**src/qme_pkg.sv**
```systemverilog
// Shared constants, codes and types of the queue machine executor.
`default_nettype none
package qme_pkg;

	// Word width of the queue, the registers and the arithmetic unit.
	localparam int DATA_W = 16;

	// Queue storage: depth, pointer width and fill count width.
	localparam int QUEUE_DEPTH = 1024;
	localparam int QA_W = $clog2(QUEUE_DEPTH);
	localparam int QC_W = QA_W + 1;

	// Program size, used to saturate jump targets.
	localparam int PROGRAM_LINES = 4096;
	localparam int TGT_W = 12;
	localparam logic [TGT_W-1:0] TGT_LAST = TGT_W'(PROGRAM_LINES - 1);

	// General registers a..z.
	localparam int NUM_REGS = 26;
	localparam int REG_W = 5;

	// Instruction codes.
	localparam int OP_W = 5;
	localparam logic [OP_W-1:0] OP_NOP      = 5'd0;
	localparam logic [OP_W-1:0] OP_ADD      = 5'd1;
	localparam logic [OP_W-1:0] OP_SUB      = 5'd2;
	localparam logic [OP_W-1:0] OP_MUL      = 5'd3;
	localparam logic [OP_W-1:0] OP_DIV      = 5'd4;
	localparam logic [OP_W-1:0] OP_MOD      = 5'd5;
	localparam logic [OP_W-1:0] OP_STORE    = 5'd6;
	localparam logic [OP_W-1:0] OP_LOAD     = 5'd7;
	localparam logic [OP_W-1:0] OP_PRN_NQ   = 5'd8;
	localparam logic [OP_W-1:0] OP_PRN_NR   = 5'd9;
	localparam logic [OP_W-1:0] OP_PRN_CQ   = 5'd10;
	localparam logic [OP_W-1:0] OP_PRN_CR   = 5'd11;
	localparam logic [OP_W-1:0] OP_JMP      = 5'd12;
	localparam logic [OP_W-1:0] OP_JZ       = 5'd13;
	localparam logic [OP_W-1:0] OP_JEQ      = 5'd14;
	localparam logic [OP_W-1:0] OP_JGT      = 5'd15;
	localparam logic [OP_W-1:0] OP_QUIT     = 5'd16;
	localparam logic [OP_W-1:0] OP_PUSH     = 5'd17;

	// Result kinds.
	localparam int KIND_W = 3;
	localparam logic [KIND_W-1:0] K_NONE   = 3'd0;
	localparam logic [KIND_W-1:0] K_NUMBER = 3'd1;
	localparam logic [KIND_W-1:0] K_CHAR   = 3'd2;
	localparam logic [KIND_W-1:0] K_JUMP   = 3'd3;
	localparam logic [KIND_W-1:0] K_HALT   = 3'd4;
	localparam logic [KIND_W-1:0] K_UNDER  = 3'd5;
	localparam logic [KIND_W-1:0] K_OVER   = 3'd6;

	// Operations of the shared arithmetic unit.
	localparam int ALU_OP_W = 3;
	localparam logic [ALU_OP_W-1:0] ALU_ADD = 3'd0;
	localparam logic [ALU_OP_W-1:0] ALU_SUB = 3'd1;
	localparam logic [ALU_OP_W-1:0] ALU_MUL = 3'd2;
	localparam logic [ALU_OP_W-1:0] ALU_DIV = 3'd3;
	localparam logic [ALU_OP_W-1:0] ALU_MOD = 3'd4;

	typedef struct packed {
		logic [OP_W-1:0]   operation;
		logic [REG_W-1:0]  reg_first;
		logic [REG_W-1:0]  reg_second;
		logic [DATA_W-1:0] immediate;
		logic [TGT_W-1:0]  target_line;
	} cmd_item_t;

	typedef struct packed {
		logic [KIND_W-1:0] result_kind;
		logic [DATA_W-1:0] out_value;
		logic [TGT_W-1:0]  jump_target;
	} res_item_t;

	typedef struct packed {
		logic                start;
		logic [ALU_OP_W-1:0] op;
		logic [DATA_W-1:0]   a;
		logic [DATA_W-1:0]   b;
	} alu_req_t;

	typedef struct packed {
		logic              done;
		logic [DATA_W-1:0] res;
		logic              eq;
		logic              gt;
	} alu_rsp_t;

endpackage
`default_nettype wire

```
**src/qme_alu.sv**
```systemverilog
// Shared arithmetic unit: registered add, subtract/compare and multiply,
// and a restoring divider that produces one quotient bit per cycle.
`default_nettype none
module qme_alu (
	input  wire logic              clk,
	input  wire logic              arst_n,
	input  wire qme_pkg::alu_req_t req,
	output qme_pkg::alu_rsp_t      rsp
);

	localparam int DW    = qme_pkg::DATA_W;
	localparam int CNT_W = $clog2(DW);

	logic             busy_q;
	logic             done_q;
	logic [CNT_W-1:0] cnt_q;
	logic             mod_q;
	logic [DW-1:0]    rem_q;
	logic [DW-1:0]    dq_q;
	logic [DW-1:0]    den_q;
	logic [DW-1:0]    res_q;
	logic             eq_q;
	logic             gt_q;

	logic [DW:0]      diff;
	logic [2*DW-1:0]  prod;
	logic [DW:0]      rem_sh;
	logic             ge;
	logic [DW-1:0]    rem_nx;
	logic [DW-1:0]    dq_nx;

	always_comb begin
		diff   = {1'b0, req.a} - {1'b0, req.b};
		prod   = req.a * req.b;
		// One restoring step: shift in the next dividend bit, subtract if it fits.
		rem_sh = {rem_q, dq_q[DW-1]};
		ge     = rem_sh >= {1'b0, den_q};
		rem_nx = ge ? DW'(rem_sh - {1'b0, den_q}) : rem_sh[DW-1:0];
		dq_nx  = {dq_q[DW-2:0], ge};
	end

	always_ff @(posedge clk or negedge arst_n) begin
		if (!arst_n) begin
			busy_q <= 1'b0;
			done_q <= 1'b0;
			cnt_q  <= '0;
		end else begin
			done_q <= 1'b0;
			if (busy_q) begin
				cnt_q <= cnt_q + 1'b1;
				if (cnt_q == CNT_W'(DW - 1)) begin
					busy_q <= 1'b0;
					done_q <= 1'b1;
				end
			end else if (req.start) begin
				cnt_q <= '0;
				if (req.op == qme_pkg::ALU_DIV || req.op == qme_pkg::ALU_MOD) begin
					busy_q <= 1'b1;
				end else begin
					done_q <= 1'b1;
				end
			end
		end
	end

	always_ff @(posedge clk) begin
		if (busy_q) begin
			rem_q <= rem_nx;
			dq_q  <= dq_nx;
			if (cnt_q == CNT_W'(DW - 1)) begin
				// A zero divisor gives zero for both quotient and remainder.
				res_q <= (den_q == '0) ? '0 : (mod_q ? rem_nx : dq_nx);
			end
		end else if (req.start) begin
			eq_q <= (diff[DW-1:0] == '0);
			gt_q <= !diff[DW] && (diff[DW-1:0] != '0);
			unique case (req.op) inside
				qme_pkg::ALU_ADD: res_q <= DW'(req.a + req.b);
				qme_pkg::ALU_SUB: res_q <= diff[DW-1:0];
				qme_pkg::ALU_MUL: res_q <= prod[DW-1:0];
				qme_pkg::ALU_DIV, qme_pkg::ALU_MOD: begin
					rem_q <= '0;
					dq_q  <= req.a;
					den_q <= req.b;
					mod_q <= (req.op == qme_pkg::ALU_MOD);
				end
				default: res_q <= '0;
			endcase
		end
	end

	assign rsp.done = done_q;
	assign rsp.res  = res_q;
	assign rsp.eq   = eq_q;
	assign rsp.gt   = gt_q;

endmodule
`default_nettype wire

```
**config.mk**
```make
export PLATFORM = sky130hd
export DESIGN_NAME = qme_alu
export DESIGN_NICKNAME = d
export VERILOG_FILES = /design/src/qme_pkg.sv /design/src/qme_alu.sv
export SDC_FILE = /design/constraint.sdc
export NUM_CORES = 1
export LEC_CHECK = 0
export BUFFER_PORTS_ARGS = -buffer_cell sky130_fd_sc_hd__buf_4
export CORE_AREA = 2 2 201 203
export DETAILED_ROUTE_END_ITERATION = 16
export DIE_AREA = 0 0 203 205
export PLACE_DENSITY = 0.47
export SETUP_SLACK_MARGIN = 0.4
export SLEW_MARGIN = 0
export SYNTH_ARGS = -nofsm -noshare
export SYNTH_HDL_FRONTEND = slang
export SYNTH_SLANG_ARGS = --single-unit
export TNS_END_PERCENT = 100
```
**constraint.sdc**
```tcl
create_clock -name clk -period 4.9 [get_ports clk]
set_input_delay 0.735 -clock clk [delete_from_list [all_inputs] [get_ports clk]]
set_output_delay 0.735 -clock clk [all_outputs]
set_load 0.01 [all_outputs]
```
* Word level (Yosys, flattened, before mapping)
Index checks and enable logic that the tools add are counted.
Operators by class: add/sub/neg operators 4, $mul 1, order comparisons 1, eq/ne operators 7, muxes and demuxes 23, bitwise logic cells 1, reduce and logical (&&, ||, !) cells 14
Operators by type and width (count):
- $mux 16 | 12
- $pmux 16 s4 | 1
- $logic_not 16->1 | 2
- $ge 17x16->1 | 1
- $sub 16x16->17 | 1
- $add 16x16->16 | 1
- $mul 16x16->16 | 1
- $reduce_bool 16->1 | 1
- $sub 16x16->16 | 1
- $mux 1 | 8
- $mux 4 | 2
- $eq 3x2->1 const B | 2
- $reduce_and 3->1 | 2
- $add 4x1->4 const B | 1
- $eq 4x4->1 const B | 1
- $reduce_and 2->1 | 2
- $reduce_bool 2->1 | 2
- $eq 3x1->1 const B | 1
- $eq 3x3->1 const B | 1
- $logic_not 3->1 | 1
- $ne 2x1->1 const B | 1
- $ne 2x2->1 const B | 1
- $reduce_or 2->1 | 1
- $logic_and 1x1->1 | 1
- other kinds (3) | 3
Word-level totals: flip-flop bits (word level) 73, input bits 38, output and inout bits 19, word-level logic and storage cells 61

* Depth between registers and ports, before layout
Gate-level depths: netlist of run 1.
depth in word-level cells 6, depth in mapped cells 22, mapped depth without buffers 21

* Worst setup path after synthesis of run 1
OpenSTA, ideal clock, no wires.
path type in2reg, start point input port req[1] (netlist bit), end point register res_q[14] (data pin), setup time 0.261 ns, arrival 5.597 ns, slack -0.958 ns, cell stages on the path 18, buffers on the path 1, cells stage by stage clkbuf_1 -> nand2_1 -> fa_1 -> fa_1 -> fa_1 -> fa_1 -> inv_1 -> fa_1 -> inv_1 -> fa_1 -> inv_1 -> ha_1 -> a21o_1 -> a31o_2 -> a21o_1 -> a21oi_1 -> xnor2_1 -> a221o_1
Between the ends: cells in the longest elaborated chain, start to end 4, elaborated cells on any way between the ends 6
Ends and longest elaborated chain:
- from (decl) | line qme_alu.sv:7 | input wire qme_pkg::alu_req_t req,
- $mul 16x16->16 (tied with other cells) | line qme_alu.sv:34 | prod = req.a * req.b;
- $pmux 16 s4 * | line qme_alu.sv:77 | unique case (req.op) inside
- $mux 16 * | line qme_alu.sv:74 | end else if (req.start) begin
- $mux 16 * | line qme_alu.sv:67 | if (busy_q) begin
- to (signal assigned) | line qme_alu.sv:78 | qme_pkg::ALU_ADD: res_q <= DW'(req.a + req.b);
- to (signal assigned) | line qme_alu.sv:79 | qme_pkg::ALU_SUB: res_q <= diff[DW-1:0];
- to (signal assigned) | line qme_alu.sv:80 | qme_pkg::ALU_MUL: res_q <= prod[DW-1:0];
- to (decl) | line qme_alu.sv:21 | logic [DW-1:0] res_q;
Mark *: on every way between the ends. The rest lies on a longest branch, timed or not. The select of a mux whose other input is x is not followed. A chain may end at the register's enable or synchronous reset.

* Worst setup path in the final report of run 1
start point input port req[7] (netlist bit), end point register res_q[15] (data pin)
The elaborated chain is that of the path after synthesis.

==> impl_results.md, run 1 <==
- Status: finished, violations left
- Failing checks: setup timing
- Top_reg_cell synth: edfxtp_1
- Leak: 5.476 nW
- Seq cells post-synth: 73
- Dpl hpwl: 26340 um
- Gpl congestion: 0.8333
- Post-synth EDFFs: 67
- CP Class: in2reg
- R2R cell count: 10
- TritonCTS Sinks: 73
- Final Cell Area: 12340 um2
- Hold WS: 0.1887 ns
- DRT Pass-1 Iters: 5
- Peak VDD IR: between 0.2 and 0.3 mV
- Mapped Area: 9759 um2
- Clock Skews: 0.008581 ns
- Library cells used by synthesis: 64
- Min cycle time layout: around 5.4 ns
- Post-place instance area: 11590 um2
- Final Worst Setup Slack: -0.4656 ns
- DRC Markers: 0
- Post-synthesis net count: 1308
- Req. time, crit path: 4.97 ns
- Share of layout cells above drive strength 1: 22.46%
- WL final: 31630 um
- Die H: just over 200 um
- CTS Buffer Depth: 2
- Vias in the first global route: between 8000 and 9000
- Final hold vios: 0
- Core Rows: 73
- Total CTS buffers: 9
- ANT nets after route: 0
- Gr ovfl total: 0
- Hold WC Path Type: in2async
- Root Driver: clkbuf_16
- Initial antenna violation count: 0
- CP endpoint kind: flop
- Yosys warnings: 0
- Max-Cap Viols: 0
- DIE WIDTH: approximately 200 um
- Synth Instances: between 1000 and 1500
- Port Buffer Count: 56
- Final max-slew violation count: 0
- Gr usage total: 15.43%
- Syn avg cell area: around 9.0 um2
- Core area: 39370 um2
- CTS HTree Levels: 3
- Crit share post-route: 109.5%
- Crit Path Max Fanout: 7
- # setup viols final: 7
- Relative slew margins: between 30% and 40%
- Post-Layout Cell Count: 1754
- Most frequent cells in the layout: inv_1 (161), buf_4 (137), nand2_1 (92)
- Critical Path AT: about 5.4 ns
- Number of vias per cell: between 4 and 5
- Worst slew pin tran: 0.9087 ns
- RR Endpoint: res_q[5]
- Vias: 8108
- R2R Setup Slk: 1.46 ns
- Final core occ: 31.35%
- Clk_lat worst skew: roughly 0.34 ns
- Initial Util: around 25%
- Boundary pin count: 57
- Commonest non-fill, non-tap cell in the layout: inv_1
- DRT iter0 DRCs: roughly 400
- Largest net degree at the start of global routing: 33
- Asr flop ratio synth: under 10%
- RSZ-0062 raised after global routing: yes
- Clk pin slew, worst setup/hold paths: 0.06 ns
- Die area: around 42000 um2
- Drt wl/cell: 18.04 um
- Power density over cell area: about 540 nW/um2
- DP Cell Count: approximately 1700
- Sequential area share after synthesis: approximately 22%
- FF-to-FF Start: den_q[1]
- Total power after layout: 6.715 mW
- Crit path capture: res_q[15]
- Number of diodes: 0
- Crit start category: input pin
- Area Overhead vs Synth: 26.45%
- Fmax achieved: 186.4 MHz
- CTS tree: done
- Critical Path Source: req[7]
- Nets: 1443
- First-pass GRT wire length: 49160 um
- # fillers: 4066
==> critical path, stage by stage <==
cell and delay (ns):
buf_4 0.12, buf_4 0.16, nand2_1 0.10, fa_1 0.45
fa_1 0.55, inv_1 0.05, fa_1 0.47, fa_1 0.55
inv_1 0.05, fa_1 0.45, fa_2 0.38, xnor2_2 0.15
xnor2_1 0.13, xnor2_1 0.20, xnor2_1 0.16, xnor3_1 0.29
nor3_2 0.10, nand3b_1 0.18, o211ai_1 0.15
==> worst min path at each step <==
stage / from / to / slack [ns]
after floorplan: arst_n / busy_q / 0.44
after global placement: cnt_q[0] / cnt_q[0] / 0.51
after detailed placement: cnt_q[1] / cnt_q[1] / 0.52
after CTS: arst_n / cnt_q[1] / 0.19
after global routing: arst_n / cnt_q[1] / 0.19
final: arst_n / cnt_q[1] / 0.19
==> where the power goes <==
group	switching, mW	total (mW)	internal (mW)	leakage (nW)
clock network	0.270	0.614	0.344	0.123
logic	2.61	4.98	2.37	4.63
registers	0.118	1.12	1.01	0.726
==> logic make-up (layout without fill, tap and decap cells) <==
| group | after synthesis | count (layout) | share of synthesized area, % |
|---|---|---|---|
| simple gates | 315 | 315 | 15.53 |
| buf+inv | 215 | 355 | 8.474 |
| compound gates | 201 | 201 | 14.06 |
| fa+ha+maj | 181 | 181 | 29.51 |
| flops | 73 | 73 | 22.15 |
| xor+xnor | 70 | 70 | 6.423 |
| mux | 34 | 34 | 3.846 |
==> stage by stage <==
stage               setup TNS [ns]  worst slack [ns]
finish                      -1.962           -0.4656
global route                -3.319           -0.6676
CTS                         -2.115           -0.4896
detailed placement          -6.110            -1.151
global placement            -5.889            -1.160
floorplan                   -2.431           -0.6819
==> registers in the layout, indices dropped and copies added (netlist names) <==
register	count
den_q	16
mod_q	1
busy_q	1
gt_q	1
dq_q	16
cnt_q	4
eq_q	1
res_q	16
done_q	1
rem_q	16
==> per-layer routing <==
metal,global-route usage [%],routed length [um],vias to the layer above
met5,0,0,-
met4,3.076,378,0
met3,1.416,995,20
met2,26.11,15090,150
met1,21.46,15170,4013
li1,-,-,3925
==> repair_timing <==
item | 4_1_cts | 5_1_grt
buffers inserted | 0 | 7
gates cloned | 0 | 2
pin swaps | 27 | 23
endpoints found under the setup margin | 10 | 10
gates resized for setup | 48 | 36
hold buffers | 0 | 0
==> synth_stat cells, types with 4 or more instances <==
master | n | area share (%)
nor2_1 | 81 | 3.1
o31ai_1 | 5 | 0.38
nor4_1 | 7 | 0.45
o22ai_1 | 7 | 0.45
xor2_1 | 15 | 1.3
clkbuf_1 | 35 | 1.3
o31a_1 | 4 | 0.36
o21a_1 | 10 | 0.77
a211o_1 | 5 | 0.45
nor3_1 | 16 | 0.82
a22o_1 | 7 | 0.63
o21ai_0 | 40 | 2.1
edfxtp_1 | 67 | 21
ha_1 | 99 | 13
inv_1 | 172 | 6.6
nand4_1 | 5 | 0.32
mux2_2 | 18 | 2.1
nand2b_1 | 9 | 0.58
nor3b_1 | 6 | 0.46
fa_1 | 82 | 17
o2111ai_1 | 5 | 0.45
xnor2_1 | 54 | 4.8
a211oi_1 | 8 | 0.62
and2_1 | 61 | 3.9
a21oi_1 | 43 | 2.2
nand3_1 | 10 | 0.51
a31oi_1 | 7 | 0.45
mux2i_1 | 15 | 1.5
dfrtp_1 | 6 | 1.5
a21o_1 | 13 | 1.0
nor2b_1 | 12 | 0.77
o21bai_1 | 7 | 0.54
o211ai_1 | 8 | 0.62
nand2_1 | 96 | 3.7
a22oi_1 | 7 | 0.54
==> area by class of cell <==
cell class | instances | area, um2 | area share (%)
Multi-Input combinational cell | 801 | 7143 | 57.88
Timing Repair Buffer | 166 | 1456 | 11.80
Tap cell | 525 | 656.9 | 5.323
Clock inverter | 6 | 43.79 | 0.3549
Clock buffer | 10 | 229.0 | 1.855
Inverter | 173 | 649.4 | 5.262
Sequential cell | 73 | 2162 | 17.52
(Power assumes the default switching activity.)
==> run 2, diff against run 1 <==
--- a/config.mk
+++ b/config.mk
@@ -6,9 +6,9 @@
 export NUM_CORES = 1
 export LEC_CHECK = 0
 export BUFFER_PORTS_ARGS = -buffer_cell sky130_fd_sc_hd__buf_4
-export CORE_AREA = 2 2 201 203
+export CORE_AREA = 2 2 153 267
 export DETAILED_ROUTE_END_ITERATION = 16
-export DIE_AREA = 0 0 203 205
+export DIE_AREA = 0 0 155 269
 export PLACE_DENSITY = 0.47
 export SETUP_SLACK_MARGIN = 0.4
 export SLEW_MARGIN = 0
==> run 2 against run 1 <==
Against the previous run:
- the flow still finishes with violations (setup timing)
- global-route usage is 1.5 points higher
- register-to-register slack got worse by 0.09 ns
- sequential power is essentially flat
- critical endpoint unchanged
- die area is 0.19% higher
- final cell count is 0.97% lower
- sequential share of layout area fell by 0.069 points
==> impl_results.md, run 2 (synthesis gave the netlist of run 1 again) <==
- Min cycle time layout: roughly 5.4 ns
- Crit share post-route: 110.3%
- DRC Markers: 0
- Gr usage total: 16.97%
- Number of vias per cell: ~4.7
- CP dominant cell by count: fa_1
- Crit start category: input pin
- R2R Setup Slk: 1.37 ns
- Vias: 8187
- Power density over cell area: ~540 nW/um2
- Port Buffer Count: 56
- Share of layout cells above drive strength 1: 23.61%
- DRT Pass-1 Iters: 4
- Final Worst Setup Slack: -0.5065 ns
- Clk_lat worst skew: 0.35 ns
- CTS tree: done
- Max-Cap Viols: 0
- Area Overhead vs Synth: 26.95%
- Req. time, crit path: 4.98 ns
- Clock share of power: 9.1%
- Hold WS: around 0.18 ns
- Final max-slew violation count: 0
- Slowest stage delay, CP: around 0.53 ns
- Relative slew margins: 28.45%
- RSZ-0062 raised after global routing: yes
- Hold Buf Count CTS: 0
- Largest net degree at the start of global routing: 33
- Psw: 2.946 mW
- Peak VDD IR: ~0.25 mV
- Most frequent cells in the layout: inv_1 (158), buf_4 (147), nand2_1 (93)
- Initial Util: 24.59%
- CP Class: in2reg
- Drt wl/cell: between 15 and 20 um
- DRT iter0 DRCs: 509
- Dpl hpwl: 29720 um
- Clk pin slew, worst setup/hold paths: about 0.06 ns
- Core Rows: 97
- CP endpoint kind: flop
- Worst slew pin tran: 1.073 ns
- First-pass GRT wire length: 52500 um
- Boundary pin count: 57
- Hold WC Path Type: in2async
- Crit-path cells: buf_8 -> buf_8 -> buf_12 -> and2_4 -> fa_1 -> inv_2 -> fa_1 -> inv_1 -> fa_1 -> fa_1 -> inv_2 -> fa_1 -> fa_2 -> xnor2_2 -> xnor2_1 -> xnor2_1 -> xnor2_1 -> xnor3_1 -> nor3_2 -> nand3b_1 -> o211ai_1
- Crit Path Max Fanout: 5
- Core area: just under 40000 um2
- Leak: 5.526 nW
- Combinational share of power: 73.9%
- Die area: roughly 42000 um2
- # setup viols final: 8
- Gr ovfl total: 0
- Internal power: 3.697 mW
- Final hold vios: 0
- Root Driver: clkbuf_16
- Initial antenna violation count: 1
- Switch share: 44.35%
- Status: finished, violations left
- WL final: 34580 um
- Failing checks: setup timing
- ANT nets after route: 0
- Commonest non-fill, non-tap cell in the layout: inv_1
- Die H: 269 um
- Vias in the first global route: 8992
- CTS HTree Levels: 3
- Pre-CTS WS: -1.063 ns
- Nets: roughly 1500
- Clock Skews: about 0.0091 ns
- Total CTS buffers: 9
- CTS Buffer Depth: 2
- Worst path slowest cell: fa_1
- TritonCTS Sinks: 73
- R2R cell count: 10
- Fmax achieved: roughly 180 MHz
- Sequential share of power: 17.0%
- DIE WIDTH: 155 um
- Critical Path AT: 5.48 ns
- Gpl congestion: between 0.9 and 1
==> run 2: changes by cell type in the layout (fill, tap and decap cells not counted), moves of 3 or more <==
cell | previous run | this run
buf_4 | 137 | 147
and2_1 | 52 | 48
and2_4 | 9 | 13
a22oi_1 | 3 | 6
a22oi_2 | 4 | 1
buf_6 | 18 | 21
buf_8 | 1 | 4
inv_1 | 161 | 158
==> run 2: final cells by class <==
type | instances | area [um2]
repair buffers | 178 | 1520
inverters | 173 | 651.9
clock inverters | 5 | 32.53
clock buffers | 11 | 232.7
flip-flops and latches | 73 | 2162
well taps | 495 | 619.3
multi-input cells | 801 | 7168
fillers | 4127 | 27300
diodes | 1 | 2.502
==> run 2: routing by layer <==
layer  routed length [um]  global-route usage [%]
met5                    0                       0
met4                 1717                   8.834
met3                  720                   1.334
met2                20390                   35.58
met1                11750                   15.88
==> run 2: timing repair <==
action,4_1_cts,5_1_grt
setup endpoints to repair,9,11
gates cloned,0,0
resized for setup,61,28
pin swaps,33,21
setup buffers,6,6
==> run 2: metrics by stage <==
step	cell area, um2	total power [mW]	instances	setup TNS [ns]	util [%]
final	12390	6.644	1737	-2.446	31.22
after global routing	12390	7.204	1736	-3.421	31.21
after CTS	12240	6.594	1730	-2.356	30.85
after detailed placement	11650	5.659	1708	-6.896	29.36
after global placement	11650	5.594	1708	-6.658	29.36
after floorplan	10040	4.249	1089	-2.431	-
==> run 2: worst paths after layout <==
check	start	end
worst max-delay path	req[3]	res_q[15]
worst min-delay path	arst_n	done_q
worst max register to register	rem_q[0]	res_q[9]
worst min register to register	cnt_q[1]	cnt_q[1]
max in group asynchronous	arst_n	cnt_q[2]
min in group clk	cnt_q[1]	cnt_q[1]
==> run 2: critical path, delay by kind of cell <==
| kind | cells | cell delay (ns) |
|---|---|---|
| adders and majority gates | 6 | 2.88 |
| xor gates and xnor gates | 5 | 0.90 |
| buffers and inverters | 6 | 0.49 |
| and+or+nand+nor | 3 | 0.37 |
| AOI/OAI and AO/OA | 1 | 0.10 |
==> run 2: power groups by stage <==
stage,registers [mW],clock network (mW),logic (mW)
after detailed placement,1.14,0,4.52
after floorplan,1.10,0,3.15
final,1.13,0.602,4.91
after CTS,1.13,0.609,4.86
after global placement,1.14,0,4.46
after global routing,1.15,0.635,5.42
==> run 3, diff against run 2 <==
--- a/config.mk
+++ b/config.mk
@@ -9,7 +9,7 @@
 export CORE_AREA = 2 2 153 267
 export DETAILED_ROUTE_END_ITERATION = 16
 export DIE_AREA = 0 0 155 269
-export PLACE_DENSITY = 0.47
+export PLACE_DENSITY_LB_ADDON = 0.05
 export SETUP_SLACK_MARGIN = 0.4
 export SLEW_MARGIN = 0
 export SYNTH_ARGS = -nofsm -noshare
==> constraint.sdc (replaced) <==
create_clock -name clk -period 4.9 [get_ports clk]
set_input_delay 0.735 -clock clk [delete_from_list [all_inputs] [get_ports clk]]
set_output_delay 0.735 -clock clk [all_outputs]
set_load 0.1 [all_outputs]
==> run 3 against run 2 <==
Against the previous run:
- the run still ends with setup timing left
- non-clock buffer count grew 10
- core utilization up 0.57 points
- first-iteration DRC count shrank 51%
- clock power increased by 24%
- maximum frequency up 1.0%
- sequential cell count is the same
- clock-buffer cell count rose by 4
- final cell count increased by 0.52%
- global-route usage up 2.0 points
- hold slack worse by 0.0048 ns
- sequential power about the same
- critical endpoint is now res_q[14]
==> impl_results.md, run 3 (synthesis gave the netlist of run 1 again) <==
- Share of layout cells above drive strength 1: 24.86%
- Initial Util: between 20 and 25%
- Post-place instance area: approximately 12000 um2
- CTS Buffer Depth: 2
- Total CTS buffers: 9
- Worst slew pin tran: 1.115 ns
- # fillers: between 4000 and 5000
- Final Cell Area: 12610 um2
- Die area: 41700 um2
- CTS tree: done
- DRT iter0 DRCs: 250
- Area Overhead vs Synth: 29.26%
- Vias: 8120
- Clk_lat worst skew: 0.35 ns
- Crit share post-route: 109.2%
- Crit Path Max Fanout: 6
- Min cycle time layout: 5.353 ns
- Slowest stage delay, CP: 0.54 ns
- Relative slew margins: roughly a quarter
- Root Driver: clkbuf_16
- Power density over cell area: approximately 570 nW/um2
- Req. time, crit path: around 5 ns
- Clk pin slew, worst setup/hold paths: approximately 0.060 ns
- TritonCTS Sinks: 73
- RSZ-0062 raised after global routing: yes
- Most frequent cells in the layout: buf_4 (160), inv_1 (158), nand2_1 (90)
- Switch share: 45.18%
- ANT nets after route: 0
- Port Buffer Count: 56
- FF-to-FF Start: den_q[1]
- Commonest non-fill, non-tap cell in the layout: buf_4
- WL final: ~38000 um
- Peak VDD IR: 0.2380 mV
- Vias in the first global route: between 9000 and 10000
- RR Endpoint: res_q[9]
- CP endpoint kind: flop
- Clock share of power: between 10% and 20%
- Leak: 5.643 nW
- Internal power: about 3.9 mW
- Initial antenna violation count: 0
- # setup viols final: 6
- Failing checks: setup timing
- Number of vias per cell: 4.651
- R2R Setup Slk: 1.36 ns
- Crit start category: input pin
- Psw: 3.244 mW
- Worst path slowest cell: fa_1
- Gr usage total: 18.99%
- Final Worst Setup Slack: -0.4529 ns
- Nets: 1465
- First-pass GRT wire length: 57110 um
- Drt wl/cell: around 22 um
- Critical Path AT: 5.46 ns
- Final hold vios: 0
- DIE WIDTH: roughly 160 um
- Number of diodes: 0
- DRT Pass-1 Iters: 5
- Dpl hpwl: 33030 um
- Gpl congestion: 0.8246
- Final core occ: a little under a third
- Clock Skews: 0.007760 ns
- Core Rows: 97
- Boundary pin count: between 50 and 60
- Combinational share of power: 73.9%
- Final max-slew violation count: 0
- CTS HTree Levels: 3
- CP dominant cell by count: fa_1
- Crit-path cells: buf_16 -> and2_4 -> fa_1 -> inv_2 -> fa_1 -> fa_1 -> fa_1 -> inv_1 -> fa_1 -> inv_2 -> fa_1 -> inv_2 -> ha_4 -> a21o_1 -> a31o_4 -> a21o_1 -> a21oi_2 -> xnor2_1 -> a221o_1
- Status: finished, violations left
- Die H: 269 um
- R2R cell count: 11
- Max-Cap Viols: 0
- CP Class: in2reg
- Hold WC Path Type: in2async
- Fmax achieved: 186.8 MHz
- Gr ovfl total: 0
- Setup TNS: -1.884 ns
- DRC Markers: 0
- Largest net degree at the start of global routing: 34
- Sequential share of power: 15.7%
- Core area: ~40000 um2
run 3: cell count changes in the layout (fill, tap and decap cells not counted), sizes merged:
cell      delta
buf          +9
bufbuf       +1
clkbuf       +4
clkinv       -2
clkinvlp     -2
diode        -1
run 3: layout make-up:
cell class                 count  area, um2  share of cell area [%]
timing repair buffer         188       1630                   12.92
multi-input combinational    801       7211                   57.16
clock inverter                 1      8.758                 0.06943
sequential                    73       2162                   17.14
tap                          495      619.3                   4.910
inverter                     173      651.9                   5.168
clock buffer                  15      331.6                   2.628
run 3: stage by stage:
step | hold slack, ns | total power [mW] | std cells | worst slack, ns
after CTS | 0.1662 | 7.183 | 1742 | -0.4461
final | 0.1777 | 7.180 | 1746 | -0.4529
after detailed placement | 0.5231 | 5.981 | 1723 | -1.112
after global placement | 0.5120 | 5.999 | 1723 | -1.059
after floorplan | 0.4394 | 4.413 | 1089 | -0.6819
after global routing | 0.1753 | 7.829 | 1746 | -0.6571
run 3: repair_timing:
item	in CTS	in global routing
resized for setup	77	24
setup buffers	2	4
pin swaps	36	11
gates cloned	1	0
hold buffers	0	0
endpoints found under the setup margin	11	11
run 3: how the worst max path moves through the flow:
stage | startpoint | end | slack [ns]
after global placement | req[5] | res_q[14] | -1.06
after floorplan | req[4] | res_q[14] | -0.68
after global routing | req[4] | res_q[14] | -0.66
final | req[4] | res_q[14] | -0.45
after CTS | req[4] | res_q[14] | -0.45
after detailed placement | req[5] | res_q[14] | -1.11
run 3: critical path, delay by kind of cell:
kind / cells / cell delay [ns]
AND/OR/NAND/NOR: 1 / 0.14
XOR/XNOR: 1 / 0.08
adder cells (fa/ha/maj): 7 / 3.16
AO/OA/AOI/OAI: 5 / 1.04
buffers and inverters: 5 / 0.30
run 3: metal layers:
| layer | vias to the layer above | global-route usage, % | wire (um) |
|---|---|---|---|
| li1 | 3971 | - | - |
| met1 | 3978 | 18.84 | 13650 |
| met2 | 121 | 39.72 | 22620 |
| met3 | 50 | 1.366 | 714 |
| met4 | 0 | 7.633 | 1299 |
| met5 | - | 0 | 0 |
run 3: power groups by stage:
stage	Sequential (mW)	Combinational, mW	Clock, mW
floorplan	1.25	3.17	0
global placement	1.15	4.85	0
detailed placement	1.15	4.84	0
CTS	1.14	5.29	0.762
global route	1.16	5.89	0.778
finish	1.13	5.30	0.745
